### config.mk
export PLATFORM = sky130hd
export DESIGN_NAME = printf_spec_parser
export DESIGN_NICKNAME = d
export VERILOG_FILES = /design/src/rtl/pfsp_pkg.sv /design/src/rtl/pfsp_step.sv /design/src/rtl/pfsp_out_reg.sv /design/src/rtl/printf_spec_parser.sv
export SDC_FILE = /design/constraint.sdc
export NUM_CORES = 1
export LEC_CHECK = 0
export CORE_ASPECT_RATIO = 0.7
export CORE_MARGIN = 3
export CORE_UTILIZATION = 45
export CTS_CLUSTER_DIAMETER = 40
export DETAILED_ROUTE_END_ITERATION = 6
export DONT_BUFFER_PORTS = 1
export GPL_TIMING_DRIVEN = 0
export PLACE_DENSITY_LB_ADDON = 0.3
export SYNTH_ARGS = -nofsm -noshare
export SYNTH_HDL_FRONTEND = slang
export SYNTH_HIERARCHICAL = 1
export SYNTH_SLANG_ARGS = --single-unit
### constraint.sdc
create_clock -name clk -period 9.9 [get_ports clk]
set_clock_uncertainty 0.2 [all_clocks]
set_input_delay 0.495 -clock clk [delete_from_list [all_inputs] [get_ports clk]]
set_output_delay 0.495 -clock clk [all_outputs]
set_load 0.1 [all_outputs]
### src/rtl/pfsp_pkg.sv
`timescale 1ns / 1ps

package pfsp_pkg;

  localparam int IN_DATA_W  = 40;
  localparam int OUT_DATA_W = 88;
  localparam int FIELD_W    = 31;
  localparam int STAR_W     = 32;

  localparam logic [7:0] CHAR_HASH   = 8'h23;
  localparam logic [7:0] CHAR_ZERO   = 8'h30;
  localparam logic [7:0] CHAR_NINE   = 8'h39;
  localparam logic [7:0] CHAR_MINUS  = 8'h2D;
  localparam logic [7:0] CHAR_PLUS   = 8'h2B;
  localparam logic [7:0] CHAR_SPACE  = 8'h20;
  localparam logic [7:0] CHAR_DOT    = 8'h2E;
  localparam logic [7:0] CHAR_STAR   = 8'h2A;
  localparam logic [7:0] CHAR_H      = 8'h68;
  localparam logic [7:0] CHAR_L_LOW  = 8'h6C;
  localparam logic [7:0] CHAR_L_UP   = 8'h4C;

  localparam int FB_HASH  = 0;
  localparam int FB_MINUS = 1;
  localparam int FB_PLUS  = 2;
  localparam int FB_ZERO  = 3;
  localparam int FB_SPACE = 4;

  localparam logic [2:0] LEN_NONE = 3'd0;
  localparam logic [2:0] LEN_H    = 3'd1;
  localparam logic [2:0] LEN_HH   = 3'd2;
  localparam logic [2:0] LEN_L    = 3'd3;
  localparam logic [2:0] LEN_LL   = 3'd4;
  localparam logic [2:0] LEN_BIG_L = 3'd5;

  localparam logic STATUS_OK  = 1'b0;
  localparam logic STATUS_ERR = 1'b1;

  localparam logic MODE_CHAR = 1'b0;
  localparam logic MODE_ARG  = 1'b1;

  // Only phases that survive a step are stored; the others are passed
  // through inside the decode of a single character.
  typedef enum logic [3:0] {
    PH_FLAGS,
    PH_WWAIT,
    PH_WAFTER,
    PH_WDIGITS,
    PH_PSTART,
    PH_PWAIT,
    PH_PDIGITS,
    PH_LEN,
    PH_HSEEN,
    PH_LSEEN,
    PH_END
  } phase_t;

  typedef struct packed {
    phase_t     phase;
    logic [4:0] flags;
    logic       dot_seen;
    logic [2:0] length_code;
    logic [7:0] used_count;
  } ctl_t;

  typedef struct packed {
    logic               status;
    logic               alt_form;
    logic               left_align;
    logic               force_sign;
    logic               zero_pad;
    logic               space_sign;
    logic [FIELD_W-1:0] field_width;
    logic               has_precision;
    logic [FIELD_W-1:0] precision_value;
    logic [2:0]         length_mod;
    logic [7:0]         end_char;
    logic [7:0]         chars_used;
  } res_t;

endpackage

### src/rtl/pfsp_step.sv
`timescale 1ns / 1ps

module pfsp_step #(
  parameter int VALUE_BITS = 31
) (
  input  pfsp_pkg::ctl_t                ctl,
  input  logic [VALUE_BITS-1:0]         width_acc,
  input  logic [VALUE_BITS-1:0]         prec_acc,
  input  logic                          mode,
  input  logic [7:0]                    char_in,
  input  logic [pfsp_pkg::STAR_W-1:0]   star_value,
  output pfsp_pkg::ctl_t                ctl_nxt,
  output logic [VALUE_BITS-1:0]         width_nxt,
  output logic [VALUE_BITS-1:0]         prec_nxt,
  output logic                          emit,
  output pfsp_pkg::res_t                res
);
  import pfsp_pkg::*;

  localparam logic [VALUE_BITS-1:0] VMAX = {VALUE_BITS{1'b1}};

  function automatic logic [VALUE_BITS-1:0] acc_digit(input logic [VALUE_BITS-1:0] acc,
                                                      input logic [3:0] d);
    logic [VALUE_BITS+3:0] sum;
    sum = {1'b0, acc, 3'b000} + {3'b000, acc, 1'b0} + {{VALUE_BITS{1'b0}}, d};
    if (|sum[VALUE_BITS+3:VALUE_BITS]) return VMAX;
    return sum[VALUE_BITS-1:0];
  endfunction

  logic is_flag, is_star, is_digit, is_dot, is_h, is_l, is_big_l;
  logic reach_wstart, reach_wafter, in_width, reach_pdot, reach_len;
  logic w_digit, p_digit, err_hit, end_hit;
  logic star_neg;
  logic [STAR_W-1:0] star_mag;
  logic [VALUE_BITS-1:0] star_sat;
  logic [VALUE_BITS-1:0] width_base;
  logic left, plus;

  assign is_flag  = (char_in == CHAR_HASH) || (char_in == CHAR_MINUS) ||
                    (char_in == CHAR_PLUS) || (char_in == CHAR_ZERO) ||
                    (char_in == CHAR_SPACE);
  assign is_star  = (char_in == CHAR_STAR);
  assign is_digit = (char_in >= CHAR_ZERO) && (char_in <= CHAR_NINE);
  assign is_dot   = (char_in == CHAR_DOT);
  assign is_h     = (char_in == CHAR_H);
  assign is_l     = (char_in == CHAR_L_LOW);
  assign is_big_l = (char_in == CHAR_L_UP);

  // A character that does not fit the current phase falls through to the
  // later phases within the same step.
  assign reach_wstart = (ctl.phase == PH_FLAGS) && !is_flag;
  assign reach_wafter = (ctl.phase == PH_WAFTER) || (reach_wstart && !is_star);
  assign in_width     = reach_wafter || (ctl.phase == PH_WDIGITS);
  assign w_digit      = in_width && is_digit;
  assign reach_pdot   = in_width && !is_digit;
  assign p_digit      = ((ctl.phase == PH_PSTART) || (ctl.phase == PH_PDIGITS)) && is_digit;
  assign reach_len    = (ctl.phase == PH_LEN) || (reach_pdot && !is_dot) ||
                        ((ctl.phase == PH_PSTART) && !is_star && !is_digit) ||
                        ((ctl.phase == PH_PDIGITS) && !is_digit);
  assign err_hit      = (ctl.phase == PH_WWAIT) || (ctl.phase == PH_PWAIT);
  assign end_hit      = (ctl.phase == PH_END) ||
                        (reach_len && !is_h && !is_l && !is_big_l) ||
                        ((ctl.phase == PH_HSEEN) && !is_h) ||
                        ((ctl.phase == PH_LSEEN) && !is_l);

  // Digits after a star width start again from zero.
  assign width_base = (ctl.phase == PH_WDIGITS) ? width_acc : '0;

  assign star_neg = star_value[STAR_W-1];
  assign star_mag = star_neg ? (~star_value + 1'b1) : star_value;
  assign star_sat = (|star_mag[STAR_W-1:VALUE_BITS]) ? VMAX : star_mag[VALUE_BITS-1:0];

  assign left = ctl.flags[FB_MINUS];
  assign plus = ctl.flags[FB_PLUS];

  always_comb begin
    ctl_nxt   = ctl;
    width_nxt = width_acc;
    prec_nxt  = prec_acc;
    emit      = 1'b0;
    res       = '0;
    if (mode == MODE_ARG) begin
      if (ctl.phase == PH_WWAIT) begin
        if (star_neg) ctl_nxt.flags[FB_MINUS] = 1'b1;
        width_nxt     = star_sat;
        ctl_nxt.phase = PH_WAFTER;
      end else if (ctl.phase == PH_PWAIT) begin
        if (star_neg) begin
          ctl_nxt.dot_seen = 1'b0;
          prec_nxt         = '0;
        end else begin
          prec_nxt = star_sat;
        end
        ctl_nxt.phase = PH_LEN;
      end
    end else if (err_hit) begin
      emit           = 1'b1;
      res.status     = STATUS_ERR;
      res.end_char   = char_in;
      res.chars_used = ctl.used_count;
      ctl_nxt        = '{phase: PH_FLAGS, default: '0};
      width_nxt      = '0;
      prec_nxt       = '0;
    end else if (end_hit) begin
      emit                = 1'b1;
      res.status          = STATUS_OK;
      res.alt_form        = ctl.flags[FB_HASH];
      res.left_align      = left;
      res.force_sign      = plus;
      res.zero_pad        = ctl.flags[FB_ZERO] && !left;
      res.space_sign      = ctl.flags[FB_SPACE] && !plus;
      res.field_width     = FIELD_W'(width_acc);
      res.has_precision   = ctl.dot_seen;
      res.precision_value = ctl.dot_seen ? FIELD_W'(prec_acc) : '0;
      res.length_mod      = ctl.length_code;
      res.end_char        = char_in;
      res.chars_used      = ctl.used_count;
      ctl_nxt             = '{phase: PH_FLAGS, default: '0};
      width_nxt           = '0;
      prec_nxt            = '0;
    end else begin
      // Every remaining path consumes the character.
      if (ctl.used_count != 8'hFF) ctl_nxt.used_count = ctl.used_count + 8'd1;
      if ((ctl.phase == PH_FLAGS) && is_flag) begin
        if (char_in == CHAR_HASH)  ctl_nxt.flags[FB_HASH]  = 1'b1;
        if (char_in == CHAR_MINUS) ctl_nxt.flags[FB_MINUS] = 1'b1;
        if (char_in == CHAR_PLUS)  ctl_nxt.flags[FB_PLUS]  = 1'b1;
        if (char_in == CHAR_ZERO)  ctl_nxt.flags[FB_ZERO]  = 1'b1;
        if (char_in == CHAR_SPACE) ctl_nxt.flags[FB_SPACE] = 1'b1;
      end else if (reach_wstart && is_star) begin
        ctl_nxt.phase = PH_WWAIT;
      end else if (w_digit) begin
        width_nxt     = acc_digit(width_base, char_in[3:0]);
        ctl_nxt.phase = PH_WDIGITS;
      end else if (reach_pdot && is_dot) begin
        ctl_nxt.dot_seen = 1'b1;
        prec_nxt         = '0;
        ctl_nxt.phase    = PH_PSTART;
      end else if ((ctl.phase == PH_PSTART) && is_star) begin
        ctl_nxt.phase = PH_PWAIT;
      end else if (p_digit) begin
        prec_nxt      = acc_digit(prec_acc, char_in[3:0]);
        ctl_nxt.phase = PH_PDIGITS;
      end else if (reach_len) begin
        if (is_h) begin
          ctl_nxt.length_code = LEN_H;
          ctl_nxt.phase       = PH_HSEEN;
        end else if (is_l) begin
          ctl_nxt.length_code = LEN_L;
          ctl_nxt.phase       = PH_LSEEN;
        end else begin
          ctl_nxt.length_code = LEN_BIG_L;
          ctl_nxt.phase       = PH_END;
        end
      end else if (ctl.phase == PH_HSEEN) begin
        ctl_nxt.length_code = LEN_HH;
        ctl_nxt.phase       = PH_END;
      end else begin
        ctl_nxt.length_code = LEN_LL;
        ctl_nxt.phase       = PH_END;
      end
    end
  end

endmodule

### src/rtl/pfsp_out_reg.sv
`timescale 1ns / 1ps

module pfsp_out_reg (
  input  logic           clk,
  input  logic           rst_n,
  input  logic           load,
  input  pfsp_pkg::res_t res_in,
  input  logic           take,
  output logic           valid,
  output pfsp_pkg::res_t res_out
);
  import pfsp_pkg::*;

  logic valid_r, valid_nxt;
  res_t res_r;

  always_comb begin
    valid_nxt = valid_r;
    if (load) valid_nxt = 1'b1;
    else if (take) valid_nxt = 1'b0;
  end

  always_ff @(posedge clk) begin
    if (!rst_n) begin
      valid_r <= 1'b0;
    end else begin
      valid_r <= valid_nxt;
    end
  end

  always_ff @(posedge clk) begin
    if (load) begin
      res_r <= res_in;
    end
  end

  assign valid   = valid_r;
  assign res_out = res_r;

endmodule

### src/rtl/printf_spec_parser.sv
`timescale 1ns / 1ps
// Channel | Direction | Handshake         | Payload
// in_     | request   | tvalid / tready   | tuser = mode, tdata = char_in, star_value
// out_    | result    | tvalid / tready   | tuser = status, tdata = all spec fields
//
// One request is taken every cycle while the result register is empty or being
// drained; a finished spec appears on out_ in the cycle after its ending character.
// Each character is decoded in a single pass from the phase register and the
// two value accumulators, so the rate is one request per clock.
// Reset clears the phase, flags, counts and the result valid bit.
// A stalled result holds in_tready low until it is taken.

module printf_spec_parser #(
  parameter int VALUE_BITS = 31
) (
  input  logic                              clk,
  input  logic                              rst_n,
  input  logic                              in_tvalid,
  output logic                              in_tready,
  input  logic                              in_tuser,   // [0] mode
  input  logic [pfsp_pkg::IN_DATA_W-1:0]    in_tdata,   // [7:0] char_in, [39:8] star_value
  output logic                              out_tvalid,
  input  logic                              out_tready,
  output logic                              out_tuser,  // [0] status
  // [0] alt_form, [1] left_align, [2] force_sign, [3] zero_pad, [4] space_sign,
  // [35:5] field_width, [36] has_precision, [67:37] precision_value,
  // [70:68] length_mod, [78:71] end_char, [86:79] chars_used, [87] zero
  output logic [pfsp_pkg::OUT_DATA_W-1:0]   out_tdata
);
  import pfsp_pkg::*;

  ctl_t ctl_r, ctl_nxt;
  logic [VALUE_BITS-1:0] width_r, width_nxt;
  logic [VALUE_BITS-1:0] prec_r, prec_nxt;
  logic accept, emit;
  res_t res, res_q;

  assign in_tready = !out_tvalid || out_tready;
  assign accept    = in_tvalid && in_tready;

  pfsp_step #(
    .VALUE_BITS(VALUE_BITS)
  ) u_step (
    .ctl        (ctl_r),
    .width_acc  (width_r),
    .prec_acc   (prec_r),
    .mode       (in_tuser),
    .char_in    (in_tdata[7:0]),
    .star_value (in_tdata[39:8]),
    .ctl_nxt    (ctl_nxt),
    .width_nxt  (width_nxt),
    .prec_nxt   (prec_nxt),
    .emit       (emit),
    .res        (res)
  );

  always_ff @(posedge clk) begin
    if (!rst_n) begin
      ctl_r   <= '{phase: PH_FLAGS, default: '0};
      width_r <= '0;
      prec_r  <= '0;
    end else if (accept) begin
      ctl_r   <= ctl_nxt;
      width_r <= width_nxt;
      prec_r  <= prec_nxt;
    end
  end

  pfsp_out_reg u_out (
    .clk     (clk),
    .rst_n   (rst_n),
    .load    (accept && emit),
    .res_in  (res),
    .take    (out_tready),
    .valid   (out_tvalid),
    .res_out (res_q)
  );

  assign out_tuser = res_q.status;
  assign out_tdata = {1'b0, res_q.chars_used, res_q.end_char, res_q.length_mod,
                      res_q.precision_value, res_q.has_precision, res_q.field_width,
                      res_q.space_sign, res_q.zero_pad, res_q.force_sign,
                      res_q.left_align, res_q.alt_form};

endmodule

; ---- After elaboration in Yosys (flattened, before gate mapping)
; Index checks and enable logic that the tools add are counted.
[classes]
n_eq_ne = 36
bitwise_logic = 4
add_sub_neg = 6
mux = 90
n_reduce_logical = 76
magnitude_cmp = 2
[ops]
columns = cell, n
row1 = $mux 31, 25
row2 = $add 34x32->35, 2
row3 = $add 35x4->35, 2
row4 = $eq 8x6->1 const B, 7
row5 = $mux 4, 14
row6 = $mux 21, 2
row7 = $mux 1, 36
row8 = $add 32x1->32 const B, 1
row9 = $mux 16, 2
row10 = $mux 32, 1
row11 = $not 32->32, 1
row12 = $eq 8x7->1 const B, 3
row13 = $reduce_and 8->1, 3
row14 = $logic_and 1x1->1, 23
row15 = $mux 3, 7
row16 = $reduce_bool 3->1, 6
row17 = $eq 4x3->1 const B, 4
row18 = $reduce_and 4->1, 4
row19 = $reduce_bool 4->1, 4
row20 = $logic_or 1x1->1, 15
row21 = $ne 3x1->1 const B, 5
row22 = $eq 4x4->1 const B, 3
row23 = $reduce_or 4->1, 3
row24 = $logic_not 1->1, 10
row25 = 22 further kinds, 31
[word_totals]
output_inout_bits = 91
inputBits = 45
regBits = 172

; ---- Depth between registers and ports, before layout
; Gate-level depths: netlist (run 1).
[depth]
depth_word = 34
ltp_mapped = 20
mapped_depth_nobuf = 17

; ---- Hierarchy
; The synthesis (run 1) kept the hierarchy.
[modules_own_cells]
columns = module, n_inst, area_per_inst_um2, cells_per_inst
row1 = pfsp_step, 1, 8441.8, 1258
row2 = printf_spec_parser, 1, 3326.9, 365
row3 = pfsp_out_reg, 1, 2683.8, 91

; ---- Least setup slack after synthesis (run 1)
; No wires, ideal clock.
[synth_path]
path_kind = input-to-reg
start = input port in_tdata[0] (netlist name)
end = register u_out.res_r, in the netlist u_out/res_out[0], enable pin
cell_stages = 11
required_time_ns = 9.242
arrival_time_ns = 4.672
setup_slack_ns = 4.570
path_cell_list = clkbuf_1 or3_1 a21oi_1 a2111oi_0 a21oi_1 nand2_1 o21a_1 nor2_1 nor2_1 clkbuf_1 and3_1
[synth_between]
elab_chain_len = 25
elab_cells_between_ends = 48
classes_between = order compare: 2 / eq/ne: 10 / mux: 3 / reduce/logical: 33
[synth_rtl]
columns = element, line_no
row1 = from (decl), printf_spec_parser.sv:21  ; input logic [pfsp_pkg::IN_DATA_W-1:0] in_tdata,
row2 = $eq 8x6->1, pfsp_step.sv:39  ; assign is_flag = (char_in == CHAR_HASH) || (char_in == CHAR_MINUS) ||
row3 = $logic_or 1x1->1 (2 in a row), pfsp_step.sv:39
row4 = $logic_or 1x1->1 (2 in a row), pfsp_step.sv:40  ; (char_in == CHAR_PLUS) || (char_in == CHAR_ZERO) ||
row5 = $logic_not 1->1, pfsp_step.sv:51  ; assign reach_wstart = (ctl.phase == PH_FLAGS) && !is_flag;
row6 = $logic_and 1x1->1, pfsp_step.sv:51
row7 = $logic_and 1x1->1, pfsp_step.sv:52  ; assign reach_wafter = (ctl.phase == PH_WAFTER) || (reach_wstart && !is_star);
row8 = $logic_or 1x1->1, pfsp_step.sv:52
row9 = $logic_or 1x1->1, pfsp_step.sv:53  ; assign in_width = reach_wafter || (ctl.phase == PH_WDIGITS);
row10 = [... 8 more ...], -
row11 = $logic_or 1x1->1, pfsp_step.sv:61  ; assign end_hit = (ctl.phase == PH_END) ||
row12 = $logic_or 1x1->1, pfsp_step.sv:62  ; (reach_len && !is_h && !is_l && !is_big_l) ||
row13 = $logic_or 1x1->1 (*), pfsp_step.sv:63  ; ((ctl.phase == PH_HSEEN) && !is_h) ||
row14 = $mux 1 (*), pfsp_step.sv:104  ; end else if (end_hit) begin
row15 = $mux 1 (*), pfsp_step.sv:96  ; end else if (err_hit) begin
row16 = $mux 1 (*), pfsp_step.sv:82  ; if (mode == MODE_ARG) begin
row17 = named net emit, printf_spec_parser.sv:35  ; logic accept, emit;
row18 = $logic_and 1x1->1 (*), printf_spec_parser.sv:72  ; .load (accept && emit),
row19 = to (signal assigned), pfsp_out_reg.sv:33  ; res_r <= res_in;
row20 = to (decl), pfsp_out_reg.sv:15  ; res_t res_r;
; Mark *: on every way through the listed nets, which the timed path passes. The rest lies on a longest branch.
; A chain may end at the register's enable or synchronous reset.

; ---- Worst setup path in the final report (run 1)
[layout_path]
start = register ctl_r[18] (netlist name)
end = register width_r[28]
[layout_between]
elab_chain_len = 19
elab_cells_between_ends = 58
classes_between = add/sub: 2 / eq/ne: 13 / mux: 15 / reduce/logical: 28
[layout_rtl]
columns = element, line_no
row1 = from (decl), printf_spec_parser.sv:32  ; ctl_t ctl_r, ctl_nxt;
row2 = from (signal assigned), printf_spec_parser.sv:63  ; ctl_r <= ctl_nxt;
row3 = $eq 4x2->1 or $logic_not 4->1 (tied branches), "pfsp_step.sv:53, pfsp_step.sv:67, pfsp_step.sv:51"
row4 = $mux 31 or $logic_and 1x1->1 (tied branches), "pfsp_step.sv:67, pfsp_step.sv:51"
row5 = $add 34x32->35 or $logic_and 1x1->1 (tied branches), "pfsp_step.sv:25, pfsp_step.sv:52"
row6 = $add 35x4->35 or $logic_or 1x1->1 (tied branches), "pfsp_step.sv:25, pfsp_step.sv:52"
row7 = $reduce_or 4->1 or $logic_or 1x1->1 (tied branches), "pfsp_step.sv:26, pfsp_step.sv:53"
row8 = $mux 1 or $logic_and 1x1->1 (tied branches), "pfsp_step.sv:26, pfsp_step.sv:55"
row9 = $mux 1 or $logic_and 1x1->1 (tied branches), "pfsp_step.sv:132, pfsp_step.sv:57"
row10 = $mux 1 or $logic_or 1x1->1 (tied branches), "pfsp_step.sv:130, pfsp_step.sv:57"
row11 = [... 4 more ...], -
row12 = $mux 31 or $logic_and 1x1->1 (tied branches), "pfsp_step.sv:27, pfsp_step.sv:62"
row13 = $mux 31 or $logic_or 1x1->1 (tied branches), "pfsp_step.sv:132, pfsp_step.sv:61"
row14 = $mux 31 or $logic_or 1x1->1 (tied branches), "pfsp_step.sv:130, pfsp_step.sv:62"
row15 = $mux 31 or $logic_or 1x1->1 (tied branches), "pfsp_step.sv:124, pfsp_step.sv:63"
row16 = $mux 31, pfsp_step.sv:104
row17 = $mux 31 (*), pfsp_step.sv:96
row18 = $mux 31 (*), pfsp_step.sv:82
row19 = named net width_nxt[28], printf_spec_parser.sv:33  ; logic [VALUE_BITS-1:0] width_r, width_nxt;
row20 = to (signal assigned), printf_spec_parser.sv:64  ; width_r <= width_nxt;
row21 = to (decl), printf_spec_parser.sv:33
; Mark *: on every way through the listed nets, which the timed path passes. The rest lies on a longest branch. The select of a mux whose other input is x is not followed.

==> results of run 1 <==
-- kinds of logic (layout without fill, tap and decap cells) --
group                    Yosys count  after routing  share of synthesized area (%)
adder cells (fa/ha/maj)          127            127                           11.2
XOR/XNOR                          88             88                           5.33
buffers and inverters            148            183                           4.66
AND/OR/NAND/NOR                  629            629                           22.2
flip-flops                       172            172                           29.9
other                              1              1                         0.0259
multiplexers                      84             84                           5.82
AO/OA/AOI/OAI                    465            465                           20.9
-- final timing paths --
check | to | slack (ns) | start | depth (start not counted)
setup reg to reg | width_r[28]$_SDFFE_PN0P_ | 3.68 | ctl_r[18]$_SDFFE_PN0P_ | 20
hold reg to reg | ctl_r[10]$_SDFFE_PN0P_ | 0.27 | ctl_r[10]$_SDFFE_PN0P_ | 2
setup / recovery | width_r[28]$_SDFFE_PN0P_ | 3.68 | ctl_r[18]$_SDFFE_PN0P_ | 20
hold / removal | u_out/res_out[15]$_DFFE_PP_ | 0.03 | in_tdata[7] | 1
-- final cells by class --
class	instances	area (sq um)
fillers	3044	15800
multi-input cells	1394	9470
flip-flops and latches	172	4320
plain buffers	121	572
well taps	420	526
clock buffers	18	439
clock inverters	14	129
inverters	27	101
repair buffers	3	37.5
-- power by group --
part	internal, uW	total [uW]	switching [uW]
sequential	765	881	115
clock	339	679	340
combinational	45.2	152	106
-- cells in the final DEF, fill, tap and decap left out, types with 64 or more instances in the layout --
cell / instances
a21oi_1: 108
and3_1: 82
clkbuf_1: 97
dfxtp_1: 84
edfxtp_1: 88
ha_1: 124
mux2i_1: 84
nand2_1: 247
o21ai_0: 135
o221ai_1: 64
-- registers in the layout, indices dropped and copies added (netlist names) --
| signal | flops |
|---|---|
| ctl_r | 21 |
| width_r | 31 |
| prec_r | 31 |
| u_out/res_out | 88 |
| u_out/valid | 1 |
-- cell usage after synthesis, drive strengths merged, types with 58 or more instances --
master	number
xnor2	60
o221ai	64
clkbuf	98
nand2	247
edfxtp	88
a21oi	108
dfxtp	84
o21ai	139
and3	83
nor2	58
ha	124
mux2i	84
-- layer usage --
metal | routed length [um] | track usage, % | vias up
met2 | 19000 | 37.5 | 803
li1 | - | - | 6448
met1 | 23600 | 43.6 | 6578
met5 | 13 | 0 | -
met3 | 5810 | 9.09 | 66
met4 | 1080 | 7.72 | 2
-- worst register-to-register path: cells and delay by family (launching register included) --
| kind | cells | cell delay (ns) |
|---|---|---|
| muxes | 1 | 0.07 |
| and+or+nand+nor | 5 | 1.24 |
| buffers and inverters | 4 | 1.16 |
| adders and majority gates | 3 | 0.92 |
| AOI/OAI and AO/OA | 7 | 2.13 |
| DFF | 1 | 0.39 |
-- through the flow --
step,utilization (%),area (sq um),worst slack (ns),hold slack [ns]
floorplan,-,14500,4.57,0.234
global placement,47.7,15000,2.20,0.245
detailed placement,47.8,15000,3.93,0.266
CTS,49.6,15600,3.89,0.0107
global route,49.6,15600,3.36,0.0207
finish,49.6,15600,3.68,0.0318
==> metrics.md, run 1 <==
| Metric | Value |
|---|---|
| Status | `finished, final reports clean` |
| Max incr delay on CP | `0.53 ns` |
| Worst VDD drop | `109 uV` |
| Final setup fails | `0` |
| Largest net degree at the start of global routing | `49` |
| Row count | `54` |
| Mean Syn Cell Area | `8.43 sq um` |
| Max-cap violations | `0` |
| Max Transition Viols Final | `0` |
| TritonRoute pass-1 iters | `6` |
| DR DRC count | `0` |
| TritonCTS buffer count | `17` |
| CP Buf/Inv Count | `4` |
| # nets final | `1,908` |
| Vias in the first global route | `12,500` |
| Area leader, netlist | `edfxtp_1` |
| Starting density of the core | `46.0%` |
| Yosys warns | `6` |
| Slew at the pin closest to its max-slew limit | `1.22 ns` |
| Non-Filler Instances | `2,169` |
| Syn nets | `1,886` |
| Min Tclk post-route | `6.22 ns` |
| Setup crit start kind | `flip-flop` |
| Synth unique cells | `77` |
| Hold Fails Final Rpt | `0` |
| CTS tree | `built` |
| Clock sinks | `172` |
| CTS Buffer Depth | `2` |
| Req. time, crit path | `10.05 ns` |
| Endpoint class of the critical path | `flip-flop` |
| Total number of vias | `13,900` |
| CP max-delay cell | `a221oi_1` |
| Critical path arrival | `6.37 ns` |
| Core Area | `0.0314 sq mm` |
| Synth top area cells | `edfxtp_1, dfxtp_1, ha_1` |
| Routed Antenna Nets | `0` |
| Die Ht | `156 um` |
| Sequential area share after synthesis | `29.9%` |
| Delay-heaviest family, CP | `compound AO/OA/AOI/OAI gates` |
| Pwr Density | `110 mW/mm^2` |
| Rel. slew slack | `17.9%` |
| Number of synthesized register bits | `172` |
| Gr usage total | `28.4%` |
| Avg WL per Cell | `22.8 um` |
| # Post-CTS Setup Buffers | `0` |
| FMAX | `161 MHz` |
| Synth top area share | `18.3%` |
| RSZ-0062 raised after global routing | `no` |
| Most used flip-flop cell after synthesis | `edfxtp_1` |
| Fin crit share | `62.9%` |
| Die Wd | `220 um` |
| CTS H-tree lvls | `4` |
| Clk root buf | `clkbuf_16` |
| Critical path class | `reg -> reg` |
| Die Footprint | `0.0343 sq mm` |
| Aggregate global routing overflow | `0` |
| Power, Total | `1710 uW` |
| Via density | `6.41` |
| First-pass GRT wire length | `75,500 um` |
| Initial antenna violation count | `1` |
| Share of post-route cells with drive strength above 1 | `4.23%` |
| Post-route setup TNS | `0 ns` |
| Synth-to-Final Area Change | `7.90%` |
| Min-Delay Path Class | `in -> reg` |
| # diodes | `0` |
| Worst skew pair latency | `0.47 ns` |
| Post-CTS resize count | `0` |
| Port bufs | `0` |
| # IOs | `136` |
| Worst-path clk slew | `0.08 ns` |
| Post-CTS Hold Buffers | `1` |
| Post-DP HPWL | `38,300 um` |
| Post-Synthesis Cells | `1,714` |
| Crit-path cells | `clkbuf_1 > nor4bb_2 > buf_4 > clkbuf_1 > and2_1 > ha_1 > ha_1 > fa_1 > a21o_1 > a221oi_1 > o211ai_1 > a32oi_1 > a21oi_1 > a41oi_1 > nand3_1 > clkbuf_1 > nor4_1 > o21ai_0 > nand2_1 > mux2i_1` |
| Placed Cells | `2,136` |
| Placer Congestion | `1.01` |
| DR iter-0 viols | `1,831` |
| Max FO, Critical Path | `10` |
| Routed WL | `49,400 um` |
| Synth Cell Area | `0.0145 sq mm` |
| Post-synth EDFFs | `88` |
| Worst path most repeated cell | `clkbuf_1` |
| Synth async-reset ratio | `0%` |
| Total leakage power | `0.00645 uW` |
Note: power is estimated with default switching activity, not from simulation.
==> run 2, diff against run 1 <==
==> constraint.sdc (replaced) <==
create_clock -name clk -period 5.6 [get_ports clk]
set_clock_uncertainty 0.2 [all_clocks]
set_input_delay 0.28 -clock clk [delete_from_list [all_inputs] [get_ports clk]]
set_output_delay 0.28 -clock clk [all_outputs]
set_load 0.1 [all_outputs]
==> run 2 against run 1 <==
  * Cell area is 0.55% higher
  * Global-route usage hardly changed
  * Sequential share of layout area is 0.14 points lower
  * Combinational power is 77% higher
  * Sequential power is 77% higher
  * Hold slack better by 0.0078 ns
  * Die area stayed put
  * Wire length is 0.28% higher
  * Power is 77% higher
  * Clock power is 77% higher
  * Register-to-register slack worse by 3.5 ns
  * Via count is 0.81% lower
  * Largest power group unchanged
==> metrics.md, run 2 (same netlist as run 1, synthesis figures left out) <==
| Metric | Value |
|---|---|
| R2r worst-path depth | `19 (was 20)` |
| # diodes | `0 (unchanged)` |
| Clk root buf | `clkbuf_16 (unchanged)` |
| Critical path arrival | `5.54 ns (was 6.37 ns)` |
| Max FO, Critical Path | `15 (was 10)` |
| First-pass GRT wire length | `75,600 um (was 75,500 um)` |
| Row count | `54 (unchanged)` |
| Fill cells | `3,042 (was 3,044)` |
| # IOs | `136 (unchanged)` |
| Most common cell after layout, fill and taps aside | `nand2_1 (unchanged)` |
| Endpoint class of the critical path | `flip-flop (unchanged)` |
| Routed WL | `49,600 um (was 49,400 um)` |
| Setup crit start kind | `flip-flop (unchanged)` |
| Placer Congestion | `1.01 (unchanged)` |
| FF-to-FF End | `width_r[25]$_SDFFE_PN0P_ (was width_r[28]$_SDFFE_PN0P_)` |
| Post-DP HPWL | `38,300 um (unchanged)` |
| Initial antenna violation count | `1 (unchanged)` |
| Avg WL per Cell | `22.8 um (about the same)` |
| Min-Delay Path Class | `in -> reg (unchanged)` |
| Hold path start | `rst_n (was in_tdata[7])` |
| CTS tree | `built (unchanged)` |
| CTS H-tree lvls | `4 (unchanged)` |
| DR iter-0 viols | `1,714 (was 1,831)` |
| FMAX | `185 MHz (was 161 MHz)` |
| Core Area | `0.0314 sq mm (unchanged)` |
| Min Tclk post-route | `5.39 ns (was 6.22 ns)` |
| Fin crit share | `96.3% (was 62.9%)` |
| DP Worst Slack | `-0.366 ns (was 3.93 ns)` |
| Die Wd | `220 um (unchanged)` |
| Slew at the pin closest to its max-slew limit | `1.32 ns (was 1.22 ns)` |
| Hold EP | `prec_r[30]$_SDFFE_PN0P_ (was u_out/res_out[15]$_DFFE_PP_)` |
| CP Buf/Inv Count | `3 (was 4)` |
| Delay-heaviest family, CP | `compound AO/OA/AOI/OAI gates (unchanged)` |
| Via density | `6.35 (was 6.41)` |
| Port bufs | `0 (unchanged)` |
| Critical path depth | `19 (was 20)` |
| Largest net degree at the start of global routing | `49 (unchanged)` |
| Status | `finished, final reports clean (unchanged)` |
| Worst VDD drop | `193 uV (was 109 uV)` |
| Max Transition Viols Final | `0 (unchanged)` |
| Reg2reg setup slack | `0.21 ns (was 3.68 ns)` |
| Die Footprint | `0.0343 sq mm (unchanged)` |
| Share of post-route cells with drive strength above 1 | `4.85% (was 4.23%)` |
| Clock sinks | `172 (unchanged)` |
| Hold depth | `3 (was 1)` |
| RR Startpoint | `ctl_r[19]$_SDFFE_PN0P_ (was ctl_r[18]$_SDFFE_PN0P_)` |
| Synth-to-Final Area Change | `8.49% (was 7.90%)` |
| Total leakage power | `0.00650 uW (was 0.00645 uW)` |
| Hold Fails Final Rpt | `0 (unchanged)` |
| Max incr delay on CP | `0.46 ns (was 0.53 ns)` |
| # nets final | `1,911 (was 1,908)` |
| Die Ht | `156 um (unchanged)` |
| Total number of vias | `13,800 (was 13,900)` |
| Crit-path cells | `clkbuf_1 > nor4bb_2 > buf_4 > and2_1 > ha_1 > ha_1 > fa_1 > a21o_1 > a221oi_2 > o211ai_1 > a32oi_2 > a21oi_2 > a41oi_1 > nand3_1 > clkbuf_1 > nor4_1 > o21ai_1 > nand2_1 > mux2i_1 (was clkbuf_1 > nor4bb_2 > buf_4 > clkbuf_1 > and2_1 > ha_1 > ha_1 > fa_1 > a21o_1 > a221oi_1 > o211ai_1 > a32oi_1 > a21oi_1 > a41oi_1 > nand3_1 > clkbuf_1 > nor4_1 > o21ai_0 > nand2_1 > mux2i_1)` |
| Critical path class | `reg -> reg (unchanged)` |
| Max-cap violations | `0 (unchanged)` |
| Aggregate global routing overflow | `0 (unchanged)` |
| Pwr Density | `193 mW/mm^2 (was 110 mW/mm^2)` |
| PnR worst setup slack | `0.205 ns (was 3.68 ns)` |
| Power, Total | `3030 uW (was 1710 uW)` |
| Final hold slack | `0.0396 ns (was 0.0318 ns)` |
| TritonCTS buffer count | `17 (unchanged)` |
| Starting density of the core | `46.0% (unchanged)` |
| Worst skew pair latency | `0.46 ns (was 0.47 ns)` |
| Post-route setup TNS | `0 ns (unchanged)` |
| Worst-path clk slew | `0.08 ns (about the same)` |
| CP max-delay cell | `fa_1 (was a221oi_1)` |
| DR DRC count | `0 (unchanged)` |
| Final setup fails | `0 (unchanged)` |
| CTS Buffer Depth | `2 (unchanged)` |
| Vias in the first global route | `12,500 (about the same)` |
| # Post-CTS Setup Buffers | `0 (unchanged)` |
| Routed Antenna Nets | `0 (unchanged)` |
| TritonRoute pass-1 iters | `6 (unchanged)` |
| Req. time, crit path | `5.75 ns (was 10.05 ns)` |
| Largest register FFs | `88 (unchanged)` |
| Gr usage total | `28.4% (about the same)` |
| Rel. slew slack | `11.0% (was 17.9%)` |
| Most frequent cells in the layout | `nand2_1, o21ai_0, ha_1 (unchanged)` |
[run 2: cell count changes in the layout (fill, tap and decap cells not counted), sizes merged]
| cell | previous run | this run |
|---|---|---|
| dlygate4sd3 | 1 | 6 |
| clkbuf | 116 | 114 |
[run 2: per-stage QoR]
step | cell area [sq um] | util (%) | std cells
3_5_place_dp | 15000 | 47.8 | 2136
6_report | 15700 | 49.9 | 2172
4_1_cts | 15700 | 49.8 | 2172
5_1_grt | 15700 | 49.9 | 2172
2_1_floorplan | 14500 | - | 1714
3_3_place_gp | 15000 | 47.7 | 2134
[run 2: worst min-delay path: cells and delay by family]
family / cells / cell delay (ns)
mux: 1 / 0.05
simple gates: 1 / 0.10
buf+inv: 1 / 0.21
[run 2: cell type report]
class	instances	area (sq um)	area share, %
tap	420	526	3.35
timing repair buffer	8	87.6	0.559
clock buffer	18	439	2.80
buffer	119	569	3.63
inverter	27	101	0.646
sequential	172	4330	27.6
clock inverter	14	129	0.822
multi-input combinational	1394	9500	60.6
[run 2: how the worst max path moves through the flow]
stage / startpoint / endpoint / slack (ns)
finish: ctl_r[19]$_SDFFE_PN0P_ / width_r[25]$_SDFFE_PN0P_ / 0.21
global route: ctl_r[19]$_SDFFE_PN0P_ / width_r[26]$_SDFFE_PN0P_ / -0.03
CTS: ctl_r[19]$_SDFFE_PN0P_ / width_r[28]$_SDFFE_PN0P_ / 0.25
detailed placement: ctl_r[18]$_SDFFE_PN0P_ / width_r[27]$_SDFFE_PN0P_ / -0.37
global placement: in_tdata[0] / u_out/res_out[64]$_DFFE_PP_ / -1.88
floorplan: in_tdata[0] / u_out/res_out[0]$_DFFE_PP_ / 0.49
[run 2: what timing repair did]
action / CTS / global route
resized for setup: 3 / 12
pin swaps: 0 / 0
endpoints found under the hold margin: 5 / 0
hold buffers: 6 / 0
cloned: 0 / 0
endpoints found under the setup margin: 31 / 30
[run 2: power by group]
part           leakage [uW]  internal (uW)  switching (uW)
sequential          0.00154           1350             205
combinational       0.00469           82.5             187
clock              0.000281            599             601
[run 2: metal layers]
metal / vias to the layer above / GRT usage (%) / share of wire, %
met1: 6587 / 43.6 / 48
li1: 6454 / - / -
met2: 677 / 37.7 / 39
met5: - / 0 / 0.026
met3: 64 / 8.95 / 11
met4: 2 / 7.78 / 2.2
==> run 3, diff against run 2 <==
--- a/config.mk
+++ b/config.mk
@@ -5,7 +5,9 @@
 export SDC_FILE = /design/constraint.sdc
 export NUM_CORES = 1
 export LEC_CHECK = 0
-export CORE_ASPECT_RATIO = 0.7
+export CELL_PAD_IN_SITES_DETAIL_PLACEMENT = 0
+export CELL_PAD_IN_SITES_GLOBAL_PLACEMENT = 1
+export CORE_ASPECT_RATIO = 1.25
 export CORE_MARGIN = 3
 export CORE_UTILIZATION = 45
 export CTS_CLUSTER_DIAMETER = 40
==> run 3 against run 2 <==
  * Global-route usage down 1.4 points
  * Combinational power down 1%
  * First-iteration DRC count down 35%
  * Register-to-register slack better by 0.12 ns
  * Critical path type unchanged
  * Sequential power about the same
  * Worst setup slack better by 0.12 ns
  * Maximum frequency up 2.2%
  * Critical endpoint is now width_r[7]$_SDFFE_PN0P_
==> metrics.md, run 3 (same netlist as run 1, synthesis figures left out) <==
| Metric | Value |
|---|---|
| Status | `finished, final reports clean (unchanged)` |
| Row count | `72 (was 54)` |
| Power, Total | `3080 uW (was 3030 uW)` |
| Sw power | `1000 uW (was 993 uW)` |
| Starting density of the core | `46.2% (was 46.0%)` |
| Vias in the first global route | `13,000 (was 12,500)` |
| Critical path class | `reg -> reg (unchanged)` |
| Min-Delay Path Class | `in -> reg (unchanged)` |
| Crit-path cells | `clkbuf_1 > nor4bb_4 > clkbuf_4 > and2_1 > ha_1 > ha_1 > fa_1 > a21o_1 > a221oi_4 > o211ai_1 > a32oi_2 > a21oi_1 > a41oi_1 > nand3_1 > clkbuf_2 > nor4_1 > o21ai_0 > nand2_1 > mux2i_1 (was clkbuf_1 > nor4bb_2 > buf_4 > and2_1 > ha_1 > ha_1 > fa_1 > a21o_1 > a221oi_2 > o211ai_1 > a32oi_2 > a21oi_2 > a41oi_1 > nand3_1 > clkbuf_1 > nor4_1 > o21ai_1 > nand2_1 > mux2i_1)` |
| Max-cap violations | `0 (unchanged)` |
| DR DRC count | `0 (unchanged)` |
| Gate power share | `8.6% (was 8.9%)` |
| Reg2reg setup slack | `0.32 ns (was 0.21 ns)` |
| Total number of vias | `13,500 (was 13,800)` |
| CP max-delay cell | `fa_1 (unchanged)` |
| Clk root buf | `clkbuf_16 (unchanged)` |
| CTS Buffer Depth | `2 (unchanged)` |
| Port bufs | `0 (unchanged)` |
| Fin crit share | `94.2% (was 96.3%)` |
| CTS tree | `built (unchanged)` |
| # diodes | `0 (unchanged)` |
| Worst skew pair latency | `0.46 ns (about the same)` |
| RSZ-0062 raised after global routing | `no` |
| Worst path most repeated cell | `ha_1` |
| TritonRoute pass-1 iters | `6 (unchanged)` |
| R2r worst-path depth | `19 (unchanged)` |
| Final hold slack | `0.0126 ns (was 0.0396 ns)` |
| Critical path arrival | `5.43 ns (was 5.54 ns)` |
| Synth-to-Final Area Change | `8.82% (was 8.49%)` |
| Largest register FFs | `88 (unchanged)` |
| DR iter-0 viols | `1,116 (was 1,714)` |
| Die Wd | `166 um (was 220 um)` |
| Total leakage power | `0.00653 uW (was 0.00650 uW)` |
| Switching share of power | `32.4% (was 32.8%)` |
| Max FO, Critical Path | `10 (was 15)` |
| Routed WL | `47,800 um (was 49,600 um)` |
| First-pass GRT wire length | `73,400 um (was 75,600 um)` |
| Max incr delay on CP | `0.47 ns (was 0.46 ns)` |
| Worst VDD drop | `177 uV (was 193 uV)` |
| Avg WL per Cell | `22.2 um (was 22.8 um)` |
| Max Transition Viols Final | `0 (unchanged)` |
| Clock sinks | `172 (unchanged)` |
| Flop pwr share | `50.6% (was 51.4%)` |
| Aggregate global routing overflow | `0 (unchanged)` |
| Initial antenna violation count | `0 (was 1)` |
| Hold Fails Final Rpt | `0 (unchanged)` |
| Gr usage total | `27.1% (was 28.4%)` |
| Final setup fails | `0 (unchanged)` |
| Pwr Density | `196 mW/mm^2 (was 193 mW/mm^2)` |
| Die Footprint | `0.0343 sq mm (about the same)` |
| # IOs | `136 (unchanged)` |
| Share of post-route cells with drive strength above 1 | `4.97% (was 4.85%)` |
| Post-route setup TNS | `0 ns (unchanged)` |
| TritonCTS buffer count | `17 (unchanged)` |
| Worst-path clk slew | `0.07 ns (was 0.08 ns)` |
| Core Area | `0.0313 sq mm (was 0.0314 sq mm)` |
| Via density | `6.26 (was 6.35)` |
| Most frequent cells in the layout | `nand2_1, o21ai_0, ha_1 (unchanged)` |
| Largest net degree at the start of global routing | `67 (was 49)` |
| Slew at the pin closest to its max-slew limit | `1.08 ns (was 1.32 ns)` |
| Req. time, crit path | `5.75 ns (about the same)` |
| Rel. slew slack | `27.3% (was 11.0%)` |
| Die Ht | `206 um (was 156 um)` |
| Most common cell after layout, fill and taps aside | `nand2_1 (unchanged)` |
| Int Pwr | `2080 uW (was 2030 uW)` |
| Util after Layout | `50.3% (was 49.9%)` |
| Placer Congestion | `0.945 (was 1.01)` |
| # nets final | `1,911 (unchanged)` |
| Routed Antenna Nets | `0 (unchanged)` |
| Endpoint class of the critical path | `flip-flop (unchanged)` |
| Hold depth | `4 (was 3)` |
| FMAX | `190 MHz (was 185 MHz)` |
| Clk pwr share | `40.8% (was 39.7%)` |
| CTS H-tree lvls | `4 (unchanged)` |
| Min Tclk post-route | `5.28 ns (was 5.39 ns)` |
| Setup crit start kind | `flip-flop (unchanged)` |
| Post-DP HPWL | `37,500 um (was 38,300 um)` |
run 3: cell type report:
cell class,instances,area [sq um]
repair buffers,7,85.1
clock inverters,15,184
inverters,27,101
plain buffers,120,581
well taps,407,509
clock buffers,17,425
flip-flops and latches,172,4320
fillers,2977,15500
multi-input cells,1394,9520
run 3: critical path: cells and delay by family (launching register included):
kind / cells / cell delay, ns
muxes: 1 / 0.07
adders and majority gates: 3 / 0.93
and+or+nand+nor: 5 / 1.16
buffers and inverters: 3 / 0.74
DFF: 1 / 0.32
AOI/OAI and AO/OA: 7 / 1.75
run 3: final timing paths:
path,from,end
worst max-delay path,ctl_r[19]$_SDFFE_PN0P_,width_r[7]$_SDFFE_PN0P_
worst min-delay path,in_tdata[8],width_r[0]$_SDFFE_PN0P_
worst max register to register,ctl_r[19]$_SDFFE_PN0P_,width_r[7]$_SDFFE_PN0P_
worst min register to register,ctl_r[19]$_SDFFE_PN0P_,ctl_r[19]$_SDFFE_PN0P_
run 3: routing by layer:
metal	vias to the layer above	routed length (um)	track usage, %
li1	6469	-	-
met1	6504	19100	30.8
met2	448	23700	48.6
met3	98	2900	5.70
met4	0	2170	13.0
met5	-	0	0
run 3: metrics by stage:
stage,cells,setup WS (ns),cell area (sq um)
6_report,2159,0.323,15700
5_1_grt,2159,0.00560,15700
4_1_cts,2159,0.0519,15700
3_5_place_dp,2122,-1.04,15000
3_3_place_gp,2121,-1.56,15000
2_1_floorplan,1714,0.485,14500
run 3: power groups by stage:
stage	Sequential [uW]	Clock, uW	Combinational (uW)
CTS	1560	1280	262
detailed placement	1590	0	259
floorplan	1580	0	178
finish	1560	1260	265
global route	1560	1330	281
global placement	1590	0	251
run 3: timing repair:
item,CTS,global route
buffers inserted,1,0
endpoints found under the setup margin,31,31
gates resized for setup,3,23
hold buffers,5,0
pin swaps,0,1
endpoints found under the hold margin,4,0
